### config.mk
export PLATFORM = sky130hd
export DESIGN_NAME = rfc822_date_parser_flat
export DESIGN_NICKNAME = d
export VERILOG_FILES = /design/src/rtl/rdp_pkg.sv /design/src/rtl/rdp_if.sv /design/src/rtl/rdp_scanner.sv /design/src/rtl/rdp_checker.sv /design/src/rtl/rfc822_date_parser.sv /design/src/flat_wrapper.sv
export SDC_FILE = /design/constraint.sdc
export NUM_CORES = 2
export LEC_CHECK = 0
export BUFFER_PORTS_ARGS = -buffer_cell sky130_fd_sc_hd__buf_4
export CORE_ASPECT_RATIO = 0.9
export CORE_MARGIN = 2
export CORE_UTILIZATION = 50
export DETAILED_ROUTE_END_ITERATION = 10
export GPL_ROUTABILITY_DRIVEN = 0
export PLACE_DENSITY = 0.68
export SLEW_MARGIN = 20
export SYNTH_ARGS = -nofsm -noshare
export SYNTH_HDL_FRONTEND = slang
export SYNTH_SLANG_ARGS = --single-unit
### constraint.sdc
create_clock -name clk -period 5.9 [get_ports clk]
set_clock_uncertainty 0.15 [all_clocks]
set_input_delay 0 -clock clk [delete_from_list [all_inputs] [get_ports clk]]
set_output_delay 0 -clock clk [all_outputs]
set_load 0.1 [all_outputs]
### src/rtl/rdp_pkg.sv
// ----------------------------------------------------------------------------
// rdp_pkg: shared types, constants and lookup functions
// The end-of-string snapshot, character codes and the name and calendar
// tables used by the date parser.
// ----------------------------------------------------------------------------
package rdp_pkg;

    // Fixed-width part of the parse state captured at the end of a string.
    typedef struct packed {
        logic       base_ok;
        logic       day_minus;
        logic       day_top;
        logic [7:0] day_low;
        logic [3:0] month;
        logic       year_minus;
    } snap_t;

    localparam logic [7:0] CH_SPACE = 8'd32;
    localparam logic [7:0] CH_TAB   = 8'd9;
    localparam logic [7:0] CH_CR    = 8'd13;
    localparam logic [7:0] CH_ZERO  = 8'd48;
    localparam logic [7:0] CH_NINE  = 8'd57;
    localparam logic [7:0] CH_PLUS  = 8'd43;
    localparam logic [7:0] CH_MINUS = 8'd45;
    localparam logic [7:0] CH_COMMA = 8'd44;
    localparam logic [7:0] CH_NUL   = 8'd0;

    localparam int YEAR_CENTURY    = 1900;
    localparam int YEAR_PIVOT      = 50;
    localparam int YEAR_MILLENNIUM = 2000;
    localparam int NAME_LEN        = 3;

    // floor(y / 100) = (y * DIV100_MAGIC) >> DIV100_SHIFT for any 32-bit y
    localparam logic [31:0] DIV100_MAGIC = 32'h51EB_851F;
    localparam int          DIV100_SHIFT = 37;

    localparam logic [23:0] DAY_SUN = "Sun";
    localparam logic [23:0] DAY_MON = "Mon";
    localparam logic [23:0] DAY_TUE = "Tue";
    localparam logic [23:0] DAY_WED = "Wed";
    localparam logic [23:0] DAY_THU = "Thu";
    localparam logic [23:0] DAY_FRI = "Fri";
    localparam logic [23:0] DAY_SAT = "Sat";

    localparam logic [23:0] MON_JAN = "Jan";
    localparam logic [23:0] MON_FEB = "Feb";
    localparam logic [23:0] MON_MAR = "Mar";
    localparam logic [23:0] MON_APR = "Apr";
    localparam logic [23:0] MON_MAY = "May";
    localparam logic [23:0] MON_JUN = "Jun";
    localparam logic [23:0] MON_JUL = "Jul";
    localparam logic [23:0] MON_AUG = "Aug";
    localparam logic [23:0] MON_SEP = "Sep";
    localparam logic [23:0] MON_OCT = "Oct";
    localparam logic [23:0] MON_NOV = "Nov";
    localparam logic [23:0] MON_DEC = "Dec";

    localparam logic [3:0] MONTH_FEB = 4'd2;

    function automatic logic is_ws(logic [7:0] c);
        return (c == CH_SPACE) || ((c >= CH_TAB) && (c <= CH_CR));
    endfunction

    function automatic logic is_digit(logic [7:0] c);
        return (c >= CH_ZERO) && (c <= CH_NINE);
    endfunction

    function automatic logic is_day_name(logic [23:0] n);
        logic hit;
        case (n)
            DAY_SUN, DAY_MON, DAY_TUE, DAY_WED,
            DAY_THU, DAY_FRI, DAY_SAT: hit = 1'b1;
            default:                   hit = 1'b0;
        endcase
        return hit;
    endfunction

    function automatic logic [3:0] month_code(logic [23:0] n);
        logic [3:0] m;
        case (n)
            MON_JAN: m = 4'd1;
            MON_FEB: m = 4'd2;
            MON_MAR: m = 4'd3;
            MON_APR: m = 4'd4;
            MON_MAY: m = 4'd5;
            MON_JUN: m = 4'd6;
            MON_JUL: m = 4'd7;
            MON_AUG: m = 4'd8;
            MON_SEP: m = 4'd9;
            MON_OCT: m = 4'd10;
            MON_NOV: m = 4'd11;
            MON_DEC: m = 4'd12;
            default: m = 4'd0;
        endcase
        return m;
    endfunction

    // Days in a common year; zero for a code that is no month.
    function automatic logic [4:0] month_len(logic [3:0] m);
        logic [4:0] len;
        case (m)
            4'd1, 4'd3, 4'd5, 4'd7, 4'd8, 4'd10, 4'd12: len = 5'd31;
            4'd4, 4'd6, 4'd9, 4'd11:                     len = 5'd30;
            4'd2:                                        len = 5'd28;
            default:                                     len = 5'd0;
        endcase
        return len;
    endfunction

endpackage

### src/rtl/rdp_if.sv
// ----------------------------------------------------------------------------
// rdp_if: channel interfaces of the date parser
// Character input channel and parsed date output channel, valid/ready.
// ----------------------------------------------------------------------------
interface rdp_in_if;
    logic       valid;
    logic       ready;
    logic [7:0] char_code;
    logic       last_char;

    modport source (output valid, output char_code, output last_char, input ready);
    modport sink   (input valid, input char_code, input last_char, output ready);
endinterface

interface rdp_out_if;
    logic        valid;
    logic        ready;
    logic        date_valid;
    logic [4:0]  day_of_month;
    logic [3:0]  month_number;
    logic [15:0] year_number;

    modport source (output valid, output date_valid, output day_of_month,
                    output month_number, output year_number, input ready);
    modport sink   (input valid, input date_valid, input day_of_month,
                    input month_number, input year_number, output ready);
endinterface

### src/rtl/rdp_scanner.sv
// ----------------------------------------------------------------------------
// rdp_scanner: character scanner of the date parser
// Registers each character beat, advances the parse state one byte per cycle
// unless an end beat waits for room, and snapshots the state at a string end.
// ----------------------------------------------------------------------------
module rdp_scanner
    import rdp_pkg::*;
#(
    parameter int VALUE_WIDTH = 32
) (
    input  logic                   clk,
    input  logic                   rst_n,
    rdp_in_if.sink                 char_in,
    output logic                   snap_valid,
    input  logic                   snap_ready,
    output snap_t                  snap,
    output logic [VALUE_WIDTH-1:0] snap_year
);

    localparam int VW = VALUE_WIDTH;
    localparam logic [VW+3:0] MAG_LIMIT_X = (VW+4)'(1) << (VW - 1);
    localparam logic [VW-1:0] MAG_LIMIT   = VW'(1) << (VW - 1);

    typedef enum logic [3:0] {
        PH_LEAD,
        PH_NAME,
        PH_AFTER_DAY,
        PH_AFTER_COMMA,
        PH_DAY_START,
        PH_DAY_SIGN,
        PH_DAY_DIGITS,
        PH_MON_START,
        PH_MON_CHARS,
        PH_YEAR_START,
        PH_YEAR_SIGN,
        PH_YEAR_DIGITS,
        PH_DONE
    } phase_t;

    typedef struct packed {
        phase_t        phase;
        logic [23:0]   name;
        logic [1:0]    cnt;
        logic [VW-1:0] day;
        logic          day_minus;
        logic [3:0]    month;
        logic [VW-1:0] year;
        logic          year_minus;
        logic          ovf;
        logic          failed;
    } pstate_t;

    function automatic pstate_t blank_state(phase_t ph);
        pstate_t s;
        s            = '0;
        s.phase      = ph;
        return s;
    endfunction

    // Returns {overflow, new magnitude}; saturate at the limit on overflow.
    function automatic logic [VW:0] add_digit(logic [VW-1:0] mag, logic [3:0] d);
        logic [VW+3:0] sum;
        sum = ({4'b0, mag} << 3) + ({4'b0, mag} << 1) + {{VW{1'b0}}, d};
        if (sum > MAG_LIMIT_X)
            return {1'b1, MAG_LIMIT};
        return {1'b0, sum[VW-1:0]};
    endfunction

    function automatic pstate_t push_name(pstate_t s, logic [7:0] c);
        pstate_t r;
        r = s;
        case (s.cnt)
            2'd0:    r.name[23:16] = c;
            2'd1:    r.name[15:8]  = c;
            2'd2:    r.name[7:0]   = c;
            default: r.name        = s.name;
        endcase
        if (s.cnt != 2'(NAME_LEN))
            r.cnt = s.cnt + 2'd1;
        return r;
    endfunction

    function automatic pstate_t day_digit(pstate_t s, logic [7:0] c);
        pstate_t     r;
        logic [VW:0] a;
        r       = s;
        a       = add_digit(s.day, c[3:0]);
        r.day   = a[VW-1:0];
        r.ovf   = s.ovf | a[VW];
        r.phase = PH_DAY_DIGITS;
        return r;
    endfunction

    function automatic pstate_t year_digit(pstate_t s, logic [7:0] c);
        pstate_t     r;
        logic [VW:0] a;
        r       = s;
        a       = add_digit(s.year, c[3:0]);
        r.year  = a[VW-1:0];
        r.ovf   = s.ovf | a[VW];
        r.phase = PH_YEAR_DIGITS;
        return r;
    endfunction

    // One byte through every phase past the day name.
    function automatic pstate_t feed(pstate_t s, logic [7:0] c);
        pstate_t r;
        logic    ws;
        logic    dig;
        logic    sgn;
        r   = s;
        ws  = is_ws(c);
        dig = is_digit(c);
        sgn = (c == CH_PLUS) || (c == CH_MINUS);
        if (!s.failed) begin
            case (s.phase)
                PH_AFTER_DAY, PH_AFTER_COMMA, PH_DAY_START:
                begin
                    if (ws) begin
                        r = s;
                    end else if ((s.phase == PH_AFTER_DAY) && (c == CH_COMMA)) begin
                        r.phase = PH_AFTER_COMMA;
                    end else if (sgn) begin
                        r.day_minus = (c == CH_MINUS);
                        r.phase     = PH_DAY_SIGN;
                    end else if (dig) begin
                        r = day_digit(s, c);
                    end else begin
                        r.failed = 1'b1;
                    end
                end
                PH_YEAR_START:
                begin
                    if (ws) begin
                        r = s;
                    end else if (sgn) begin
                        r.year_minus = (c == CH_MINUS);
                        r.phase      = PH_YEAR_SIGN;
                    end else if (dig) begin
                        r = year_digit(s, c);
                    end else begin
                        r.failed = 1'b1;
                    end
                end
                PH_DAY_SIGN:
                begin
                    if (dig)
                        r = day_digit(s, c);
                    else
                        r.failed = 1'b1;
                end
                PH_YEAR_SIGN:
                begin
                    if (dig)
                        r = year_digit(s, c);
                    else
                        r.failed = 1'b1;
                end
                PH_DAY_DIGITS:
                begin
                    if (dig) begin
                        r = day_digit(s, c);
                    end else if (ws) begin
                        r.phase = PH_MON_START;
                    end else begin
                        r       = push_name(s, c);
                        r.phase = PH_MON_CHARS;
                    end
                end
                PH_MON_START:
                begin
                    if (!ws) begin
                        r       = push_name(s, c);
                        r.phase = PH_MON_CHARS;
                    end
                end
                PH_MON_CHARS:
                begin
                    if (ws) begin
                        r.month = (s.cnt == 2'(NAME_LEN)) ? month_code(s.name) : 4'd0;
                        r.phase = PH_YEAR_START;
                    end else begin
                        r = push_name(s, c);
                    end
                end
                PH_YEAR_DIGITS:
                begin
                    if (dig)
                        r = year_digit(s, c);
                    else
                        r.phase = PH_DONE;
                end
                default:
                begin
                    r = s;
                end
            endcase
        end
        return r;
    endfunction

    logic          in_v_reg;
    logic [7:0]    in_char_reg;
    logic          in_last_reg;

    pstate_t       main_reg;
    pstate_t       main_next;
    pstate_t       shadow_reg;
    pstate_t       shadow_next;
    pstate_t       fed;
    pstate_t       pushed;

    logic          snap_v_reg;
    snap_t         snap_reg;
    logic [VW-1:0] snap_year_reg;
    snap_t         snap_next;

    logic          is_end;
    logic          pop;
    logic          snap_free;

    assign is_end    = (in_char_reg == CH_NUL) || in_last_reg;
    assign snap_free = !snap_v_reg || snap_ready;
    // an end beat needs room in the snapshot stage; any other beat never waits
    assign pop       = in_v_reg && (!is_end || snap_free);
    assign char_in.ready = !in_v_reg || pop;

    always_comb
    begin
        pushed      = push_name(main_reg, in_char_reg);
        fed         = main_reg;
        shadow_next = shadow_reg;
        if (in_char_reg != CH_NUL) begin
            case (main_reg.phase)
                PH_LEAD:
                begin
                    if (!is_ws(in_char_reg)) begin
                        fed         = pushed;
                        fed.phase   = PH_NAME;
                        // start the no-day-name reading alongside
                        shadow_next = feed(blank_state(PH_DAY_START), in_char_reg);
                    end
                end
                PH_NAME:
                begin
                    if (pushed.cnt == 2'(NAME_LEN)) begin
                        if (is_day_name(pushed.name))
                            fed = blank_state(PH_AFTER_DAY);
                        else
                            fed = feed(shadow_reg, in_char_reg);
                    end else begin
                        fed         = pushed;
                        shadow_next = feed(shadow_reg, in_char_reg);
                    end
                end
                default:
                begin
                    fed = feed(main_reg, in_char_reg);
                end
            endcase
        end

        main_next = is_end ? blank_state(PH_LEAD) : fed;

        snap_next.base_ok    = !fed.failed && !fed.ovf && (fed.month != 4'd0) &&
                               ((fed.phase == PH_YEAR_DIGITS) || (fed.phase == PH_DONE));
        snap_next.day_minus  = fed.day_minus;
        snap_next.day_top    = fed.day[VW-1];
        snap_next.day_low    = fed.day[7:0];
        snap_next.month      = fed.month;
        snap_next.year_minus = fed.year_minus;
    end

    always_ff @(posedge clk or negedge rst_n)
    begin
        if (!rst_n) begin
            in_v_reg   <= 1'b0;
            main_reg   <= blank_state(PH_LEAD);
            snap_v_reg <= 1'b0;
        end else begin
            if (char_in.ready)
                in_v_reg <= char_in.valid;
            if (pop)
                main_reg <= main_next;
            if (snap_free)
                snap_v_reg <= pop && is_end;
        end
    end

    always_ff @(posedge clk)
    begin
        if (char_in.ready) begin
            in_char_reg <= char_in.char_code;
            in_last_reg <= char_in.last_char;
        end
        if (pop)
            shadow_reg <= shadow_next;
        if (pop && is_end) begin
            snap_reg      <= snap_next;
            snap_year_reg <= fed.year;
        end
    end

    assign snap_valid = snap_v_reg;
    assign snap       = snap_reg;
    assign snap_year  = snap_year_reg;

endmodule

### src/rtl/rdp_checker.sv
// ----------------------------------------------------------------------------
// rdp_checker: calendar check of the date parser
// Adjusts the year, reduces day and year, checks the date against the
// Gregorian calendar and holds the result beat for the receiver.
// ----------------------------------------------------------------------------
module rdp_checker
    import rdp_pkg::*;
#(
    parameter int VALUE_WIDTH = 32
) (
    input  logic                   clk,
    input  logic                   rst_n,
    input  logic                   snap_valid,
    output logic                   snap_ready,
    input  snap_t                  snap,
    input  logic [VALUE_WIDTH-1:0] snap_year,
    rdp_out_if.source              date_out
);

    localparam int VW = VALUE_WIDTH;
    localparam int QW = 10;

    // stage A: year adjust and reduction
    logic        a_v_reg;
    logic        a_ok_reg;
    logic [15:0] a_year_reg;
    logic [7:0]  a_day_reg;
    logic [3:0]  a_month_reg;
    // stage B: year divided by 100
    logic          b_v_reg;
    logic          b_ok_reg;
    logic [15:0]   b_year_reg;
    logic [7:0]    b_day_reg;
    logic [3:0]    b_month_reg;
    logic [QW-1:0] b_quot_reg;
    // stage C: result beat
    logic        c_v_reg;
    logic        c_ok_reg;
    logic [4:0]  c_day_reg;
    logic [3:0]  c_month_reg;
    logic [15:0] c_year_reg;

    logic a_free;
    logic b_free;
    logic c_free;

    logic               ok_next;
    logic signed [VW+1:0] year_signed;
    logic [15:0]        year_next;
    logic [7:0]         day_next;
    logic [47:0]        product;
    logic [15:0]        hundreds;
    logic               rem_zero;
    logic               leap;
    logic [4:0]         limit;
    logic               final_ok;

    assign c_free     = !c_v_reg || date_out.ready;
    assign b_free     = !b_v_reg || c_free;
    assign a_free     = !a_v_reg || b_free;
    assign snap_ready = a_free;

    always_comb
    begin
        ok_next = snap.base_ok &&
                  !(!snap.day_minus && snap.day_top) &&
                  !(!snap.year_minus && snap_year[VW-1]);
        year_signed = snap.year_minus ? -$signed({2'b00, snap_year})
                                      :  $signed({2'b00, snap_year});
        year_next = year_signed[15:0];
        if (year_signed < $signed((VW+2)'(YEAR_CENTURY))) begin
            if (year_signed < $signed((VW+2)'(YEAR_PIVOT)))
                year_next = year_signed[15:0] + 16'(YEAR_MILLENNIUM);
            else
                year_next = year_signed[15:0] + 16'(YEAR_CENTURY);
        end
        day_next = snap.day_minus ? (8'd0 - snap.day_low) : snap.day_low;
    end

    assign product = {16'd0, DIV100_MAGIC} * {32'd0, a_year_reg};

    always_comb
    begin
        hundreds = ({6'd0, b_quot_reg} << 6) + ({6'd0, b_quot_reg} << 5) +
                   ({6'd0, b_quot_reg} << 2);
        rem_zero = (b_year_reg == hundreds);
        leap     = ((b_year_reg[1:0] == 2'd0) && !rem_zero) ||
                   (rem_zero && (b_quot_reg[1:0] == 2'd0));
        limit    = month_len(b_month_reg);
        if ((b_month_reg == MONTH_FEB) && leap)
            limit = 5'd29;
        final_ok = b_ok_reg && (b_year_reg != 16'd0) && (b_day_reg != 8'd0) &&
                   (b_day_reg <= {3'd0, limit});
    end

    always_ff @(posedge clk or negedge rst_n)
    begin
        if (!rst_n) begin
            a_v_reg <= 1'b0;
            b_v_reg <= 1'b0;
            c_v_reg <= 1'b0;
        end else begin
            if (a_free)
                a_v_reg <= snap_valid;
            if (b_free)
                b_v_reg <= a_v_reg;
            if (c_free)
                c_v_reg <= b_v_reg;
        end
    end

    always_ff @(posedge clk)
    begin
        if (a_free) begin
            a_ok_reg    <= ok_next;
            a_year_reg  <= year_next;
            a_day_reg   <= day_next;
            a_month_reg <= snap.month;
        end
        if (b_free) begin
            b_ok_reg    <= a_ok_reg;
            b_year_reg  <= a_year_reg;
            b_day_reg   <= a_day_reg;
            b_month_reg <= a_month_reg;
            b_quot_reg  <= product[DIV100_SHIFT+QW-1:DIV100_SHIFT];
        end
        if (c_free) begin
            c_ok_reg    <= final_ok;
            c_day_reg   <= final_ok ? b_day_reg[4:0] : 5'd0;
            c_month_reg <= final_ok ? b_month_reg : 4'd0;
            c_year_reg  <= final_ok ? b_year_reg : 16'd0;
        end
    end

    assign date_out.valid        = c_v_reg;
    assign date_out.date_valid   = c_ok_reg;
    assign date_out.day_of_month = c_day_reg;
    assign date_out.month_number = c_month_reg;
    assign date_out.year_number  = c_year_reg;

endmodule

### src/rtl/rfc822_date_parser.sv
// ----------------------------------------------------------------------------
// rfc822_date_parser: streaming parser for mail-style date strings
// Reads a date string one character per beat and returns one parsed and
// calendar-checked date beat per string.
// ----------------------------------------------------------------------------
// Usage:
//   char_in carries one byte per beat (char_code) with last_char marking the
//   final byte. A NUL byte, or a byte marked last, ends the string; the NUL
//   itself is not parsed. Bytes that do not end a string give no output.
//   date_out carries one beat per string: date_valid, day_of_month,
//   month_number and year_number, all zero but for a valid date.
//   Throughput: one character beat per cycle while date_out is ready, also for
//   strings of a single byte; the parse state advances one byte per cycle.
//   Path: the ending character beat passes through the input register, the
//   snapshot, year adjust and divide by 100, then the calendar check into
//   the output register, where the date beat shows on date_out.
//   Stalls: a result beat holds on date_out until taken; the check stages
//   and input register fill behind it, and char_in.ready drops only when an
//   ending byte finds no free stage. Ordinary bytes keep flowing.
//   Reset: clears all valid flags and puts the parser at the start of a
//   string; no pass over any storage is needed.
// ----------------------------------------------------------------------------
module rfc822_date_parser
    import rdp_pkg::*;
#(
    parameter int VALUE_WIDTH = 32
) (
    input  logic      clk,
    input  logic      rst_n,
    rdp_in_if.sink    char_in,
    rdp_out_if.source date_out
);

    logic                   snap_valid;
    logic                   snap_ready;
    snap_t                  snap;
    logic [VALUE_WIDTH-1:0] snap_year;

    rdp_scanner #(
        .VALUE_WIDTH (VALUE_WIDTH)
    ) u_scanner (
        .clk        (clk),
        .rst_n      (rst_n),
        .char_in    (char_in),
        .snap_valid (snap_valid),
        .snap_ready (snap_ready),
        .snap       (snap),
        .snap_year  (snap_year)
    );

    rdp_checker #(
        .VALUE_WIDTH (VALUE_WIDTH)
    ) u_checker (
        .clk        (clk),
        .rst_n      (rst_n),
        .snap_valid (snap_valid),
        .snap_ready (snap_ready),
        .snap       (snap),
        .snap_year  (snap_year),
        .date_out   (date_out)
    );

endmodule

### src/flat_wrapper.sv
// flat-port wrapper written by rule: the top's interface ports become plain ports
module rfc822_date_parser_flat import rdp_pkg::*;
#(
    parameter int VALUE_WIDTH = 32
)
  (clk, rst_n, char_in_valid, char_in_char_code, char_in_last_char, char_in_ready, date_out_valid, date_out_date_valid, date_out_day_of_month, date_out_month_number, date_out_year_number, date_out_ready);
  rdp_in_if char_in_i ();
  rdp_out_if date_out_i ();
  input  logic clk;
  input  logic rst_n;
  input wire logic [$bits(char_in_i.valid)-1:0] char_in_valid;
  input wire logic [$bits(char_in_i.char_code)-1:0] char_in_char_code;
  input wire logic [$bits(char_in_i.last_char)-1:0] char_in_last_char;
  output wire logic [$bits(char_in_i.ready)-1:0] char_in_ready;
  output wire logic [$bits(date_out_i.valid)-1:0] date_out_valid;
  output wire logic [$bits(date_out_i.date_valid)-1:0] date_out_date_valid;
  output wire logic [$bits(date_out_i.day_of_month)-1:0] date_out_day_of_month;
  output wire logic [$bits(date_out_i.month_number)-1:0] date_out_month_number;
  output wire logic [$bits(date_out_i.year_number)-1:0] date_out_year_number;
  input wire logic [$bits(date_out_i.ready)-1:0] date_out_ready;
  assign char_in_i.valid = char_in_valid;
  assign char_in_i.char_code = char_in_char_code;
  assign char_in_i.last_char = char_in_last_char;
  assign char_in_ready = char_in_i.ready;
  assign date_out_valid = date_out_i.valid;
  assign date_out_date_valid = date_out_i.date_valid;
  assign date_out_day_of_month = date_out_i.day_of_month;
  assign date_out_month_number = date_out_i.month_number;
  assign date_out_year_number = date_out_i.year_number;
  assign date_out_i.ready = date_out_ready;
  rfc822_date_parser #(.VALUE_WIDTH(VALUE_WIDTH)) u_core (.clk(clk), .rst_n(rst_n), .char_in(char_in_i), .date_out(date_out_i));
endmodule
# After elaboration in Yosys (flattened, before gate mapping)
# Memory sizes are Yosys's and may differ from the RTL's. A register that Yosys moved wholly into a read port is not among the register bits.
# Index checks and enable logic that the tools add are counted.
[totals] ramBits=0 ff_bits=360 out_inout_bits=28 wordCells=651 rom_bits=80 inputBits=13 n_memories=1 latch_bits=0
[memory_table] name="(name not given)" depth=16 width=5 read_ports=1 rd_ports_with_merged_regs=1 wr=0 line="rdp_pkg.sv:101" text="case (m)"
[op_classes] muxes=358 mul=1 n_lt_le_gt_ge=12 n_bitwise=18 div=0 n_eq_ne=126 add_sub_neg=16 n_reduce_logical=71 shift=0
[op_table] cell="$mux 33" count=147
[op_table] cell="$pmux 102 s8" count=3
[op_table] cell="$mux 102" count=21
[op_table] cell="$mux 101" count=12
[op_table] cell="$eq 24x23->1 const B" count=31
[op_table] cell="$mux 98" count=5
[op_table] cell="$pmux 102 s2" count=2
[op_table] cell="$mux 95" count=3
[op_table] cell="$mux 58" count=4
[op_table] cell="$mux 39" count=4
[op_table] cell="$add 35x33->36" count=4
[op_table] cell="$add 36x4->36" count=4
[op_table] cell="$gt 36x32->1 const B" count=4
[op_table] cell="$mux 59" count=2
[op_table] cell="$mux 1" count=114
[op_table] cell="$mux 35" count=3
[op_table] cell="$mux 99" count=1
[op_table] cell="$pmux 4 s12" count=2
[op_table] cell="$mux 4" count=18
[op_table] cell="$mux 8" count=7
[op_table] cell="$mul 31x16->47 const A" count=1
[op_table] cell="$ne 3x3->1 const B" count=15
[op_table] cell="$reduce_and 15->1" count=3
[op_table] cell="$eq 4x4->1 const B" count=10
[op_table] cell="other kinds (61)" count=182

# Logic depth before layout (Yosys ltp)
[depth] word_depth=40 ltp_mapped=27 mapped_depth_nobuf=26

# Cells and area by module
# Synthesis repeated with hierarchy kept, for this count alone.
[unflattened] cells_unflattened=4301 hier_area_um2=38444.4
[modules_own_cells] mod="rdp_scanner" area_each_um2=25827.3 cells_per_inst=3132 instances=1
[modules_own_cells] mod="rdp_checker" area_each_um2=12617.1 cells_per_inst=1169 instances=1

# Worst setup path before layout
# OpenSTA, ideal clock, no wires.
[synth_path] path_type="flip-flop to flip-flop" from="register u_core.u_checker.a_year_reg[4]" to="register u_core.u_checker.b_quot_reg[9], data pin" n_path_buf=0 setup_time_ps=260 arrival_ps=5885 path_slack_ps=-394 required_ps=5490 path_stages_with_launch=24 synth_period_minus_slack_ps=6294 path_cell_list="edfxtp_1 -> fa_1 -> inv_1 -> fa_1 -> inv_1 -> fa_1 -> inv_1 -> fa_1 -> fa_1 -> inv_1 -> fa_1 -> ha_1 -> a21o_1 -> a21o_1 -> a21oi_1 -> o211ai_1 -> nor2_1 -> nor2_1 -> a21oi_1 -> o21ai_0 -> or4_1 -> a31o_2 -> a21oi_1 -> xnor2_1"
[synth_between] elab_chain_cells=1
[synth_lines] element="start: declaration" line="rdp_checker.sv:26" text="logic [15:0] a_year_reg;"
[synth_lines] element="start signal: assignment" line="rdp_checker.sv:116" text="a_year_reg <= year_next;"
[synth_lines] element="$mul 31x16->47" line="rdp_checker.sv:80" text="assign product = {16'd0, DIV100_MAGIC} * {32'd0, a_year_reg};"
[synth_lines] element="net u_core.u_checker.product[46]" line="rdp_checker.sv:51" text="logic [47:0] product;"
[synth_lines] element="end signal: assignment" line="rdp_checker.sv:125" text="b_quot_reg <= product[DIV100_SHIFT+QW-1:DIV100_SHIFT];"
[synth_lines] element="end: declaration" line="rdp_checker.sv:35" text="logic [QW-1:0] b_quot_reg;"
# The timed path passes the listed nets, and every way through them passes these cells.
# A chain may end at the register's enable or synchronous reset.

# Worst setup path after layout
[layout_path] from="register u_core.u_checker.a_year_reg[6]" to="register u_core.u_checker.b_quot_reg[9], data pin"
# Same word-level chain as after synthesis.

==> out/metrics.csv <==
stage,metric,value,unit
outcome,outcome,"complete, but fails checks",
outcome,violated checks,negative setup slack,
routing,final WL,114.0,mm
worst_setup_path,CP Capture Type,register,
routing,drt pass-1 iters,8,
synthesis,cell taking the most area after synthesis,edfxtp_1,
routing,drt wl/cell,21.11,microns
finish,Nets,4963,
synthesis,Synth Area in Compound Gates,21.47,%
worst_setup_path,Worst EP arrival,6.46,ns
synthesis,most common cell in the netlist,ha_1,
synthesis,synthesized area per cell,9.040,sq um
cts,CTS Root Cell,clkbuf_16,
routing,vias per cell,6.285,
die,row cnt,96,
cts,clk sinks,363,
global_route,initial antenna violation count,3,
synthesis,Seq cells post-synth,363,
die,CORE AREA,75910,sq um
synthesis,simple-gate portion of the synthesized area,16.73,%
worst_setup_path,critical path peak fanout,3,
worst_setup_path,Crit Path Class,register to register,
cts,TritonCTS buffer count,44,
global_route,largest net degree at the start of global routing,56,
finish,# fillers,6799,
sta,final setup fails,8,
sta,final hold slack,0.04040,ns
sta,Final min period,6.272,ns
hold_path,Worst Hold Class,input pin to register,
global_route,first-pass GRT wire length,179.1,mm
synthesis,main combinational cell family by area after synthesis,adder cells,
synthesis,Netlist cell types,111,
finish,share of cells above drive strength 1,11.15,%
sta,count of final max-slew check failures,0,
sta,final hold vios,0,
cts,worst skew pair latency,0.59,ns
synthesis,Post-synth top flop,edfxtp_1,
synthesis,xor and xnor area share after synthesis,3.373,%
routing,post-route ant nets,0,
synthesis,Synth area leaders,"edfxtp_1 20%, ha_1 15%, fa_1 8.7%, dfrtp_1 7.0%, inv_1 3.4%",
routing,Via Count,33920,
cts,CTS clock-pin slew for the worst setup and hold paths,0.06,ns
routing,initial drt markers,3311,
synthesis,Post-synth EDFFs,253,
sta,Worst Max-Slew Pin Slew,1.060,ns
routing,DRC viols,0,
synthesis,yosys warns,0,
global_route,vias in the first global route,32010,
synthesis,asr flop ratio synth,29.48,%
cts,CTS tree,built,
synthesis,Netlist Area Pre-Place,38170,sq um
global_route,GR Overflow Total,0,
die,die area,78560,sq um
finish,P&R area growth vs syn,11.67,%
cts,H-Tree Depth,2,
die,I/O Pins,41,
global_route,global-route usage over all layers,28.46,%
worst_setup_path,Required @ worst endpoint,6.09,ns
die,DIE HEIGHT,266.1,microns
sta,Slew Limit Headroom,29.35,%
sta,fin worst setup slack,-0.3723,ns
synthesis,register area share after synthesis,27.08,%
sta,period utilization,106.3,%
place,detailed placer's ending HPWL,87.78,mm
sta,fmax,159.4,MHz
die,Die W,295.2,microns
synthesis,Post-Synthesis Cells,4222,
synthesis,post-synthesis mux area share,2.124,%
synthesis,most frequent cells after synthesis,"454 x ha_1, 348 x inv_1, 306 x nand2_1",
worst_setup_path,Worst setup SP type,register,
die,Initial Util,50.28,%
synthesis,share of the synthesized area in the top cell type,19.91,%
synthesis,Mapped Nets,4854,
cts,Clock Path Buffers,3,
synthesis,adder-cell share of the synthesized area,23.54,%
sta,RSZ-0062 raised after global routing,yes,
job,Max-cap violations,0,
place,Port-buffer cells,40,
[worst max-delay path, stage by stage (launching register included)]
cell and delay (ns):
edfxtp_1 0.44, fa_2 0.65, inv_2 0.06, buf_4 0.14, fa_1 0.42, inv_2 0.08
ha_4 0.20, ha_2 0.17, inv_2 0.05, fa_1 0.43, fa_1 0.53, inv_1 0.05
ha_1 0.27, o2111ai_2 0.20, nor2_2 0.07, a211oi_2 0.21, o31a_1 0.17, o21ai_1 0.07
buf_4 0.16, a221o_1 0.34, a21oi_2 0.20, o21ai_2 0.11, or4_4 0.43, a31o_4 0.24
a21oi_2 0.12, xnor2_1 0.07
[per-layer routing]
| metal | vias to the layer above | global-route usage, % | share of wire (%) |
|---|---|---|---|
| met5 | - | 0 | 0.012 |
| met4 | 2 | 7.312 | 2.5 |
| met3 | 193 | 4.688 | 8.4 |
| met2 | 1431 | 43.90 | 44 |
| met1 | 16450 | 41.42 | 45 |
| li1 | 15850 | - | - |
[layout by cell type, fill, tap and decap left out, types with 102 or more instances in the layout]
master,synthesis,final
a21o_1,102,102
nand2_1,306,306
ha_1,454,439
a21oi_1,251,240
o21ai_0,222,217
inv_1,348,336
nor2_1,297,292
buf_4,3,249
dfrtp_1,107,107
edfxtp_1,253,253
fa_1,165,154
[kinds of logic after synthesis]
| group | Yosys count |
|---|---|
| buffers and inverters | 562 |
| XOR/XNOR | 147 |
| adder cells (fa/ha/maj) | 619 |
| AND/OR/NAND/NOR | 1261 |
| multiplexers | 80 |
| flip-flops | 363 |
| AO/OA/AOI/OAI | 1190 |
[path summary, 6_finish.rpt]
check	from	to	cells past startpoint	slack, ns
max	u_core.u_checker.a_year_reg[6]	u_core.u_checker.b_quot_reg[9]	25	-0.37
min	char_in_char_code[3]	u_core.u_scanner.in_char_reg[3]	2	0.04
max reg2reg	u_core.u_checker.a_year_reg[6]	u_core.u_checker.b_quot_reg[9]	25	-0.37
min reg2reg	u_core.u_checker.a_ok_reg	u_core.u_checker.b_ok_reg	0	0.26
max in group asynchronous	rst_n	u_core.u_scanner.main_reg[20]	4	4.45
min in group asynchronous	rst_n	u_core.u_checker.a_v_reg	4	0.46
[what timing repair did]
item	CTS	global route
gates cloned	0	1
endpoints found under the setup margin	12	52
pin swaps	27	47
endpoints found under the hold margin	92	0
gates resized for setup	20	51
hold buffers	20	0
setup buffers	3	17
[per-stage QoR]
| step | setup TNS, ns | area [sq um] | std cells | utilization (%) | worst slack, ns |
|---|---|---|---|---|---|
| 5_1_grt | -3.039 | 42610 | 5396 | 56.13 | -0.5470 |
| 4_1_cts | -1.347 | 42240 | 5378 | 55.65 | -0.4275 |
| 6_report | -1.468 | 42620 | 5398 | 56.14 | -0.3723 |
| 2_1_floorplan | -0.2242 | 38210 | 4222 | - | -0.1375 |
| 3_3_place_gp | -1.362 | 40450 | 5273 | 53.29 | -0.3857 |
| 3_5_place_dp | -1.832 | 40450 | 5273 | 53.29 | -0.4846 |
[area by class of cell]
class	count	area (sq um)	area share, %
diodes	2	5.005	0.01174
multi-input cells	3297	26040	61.09
repair buffers	276	2177	5.108
flip-flops and latches	363	10330	24.25
clock inverters	29	311.5	0.7310
inverters	349	1310	3.074
well taps	1029	1287	3.021
clock buffers	53	1155	2.710
Power is left out: the tool's default activity adds up to more than one toggle a clock period on the data nets, which glitch-free logic cannot reach.
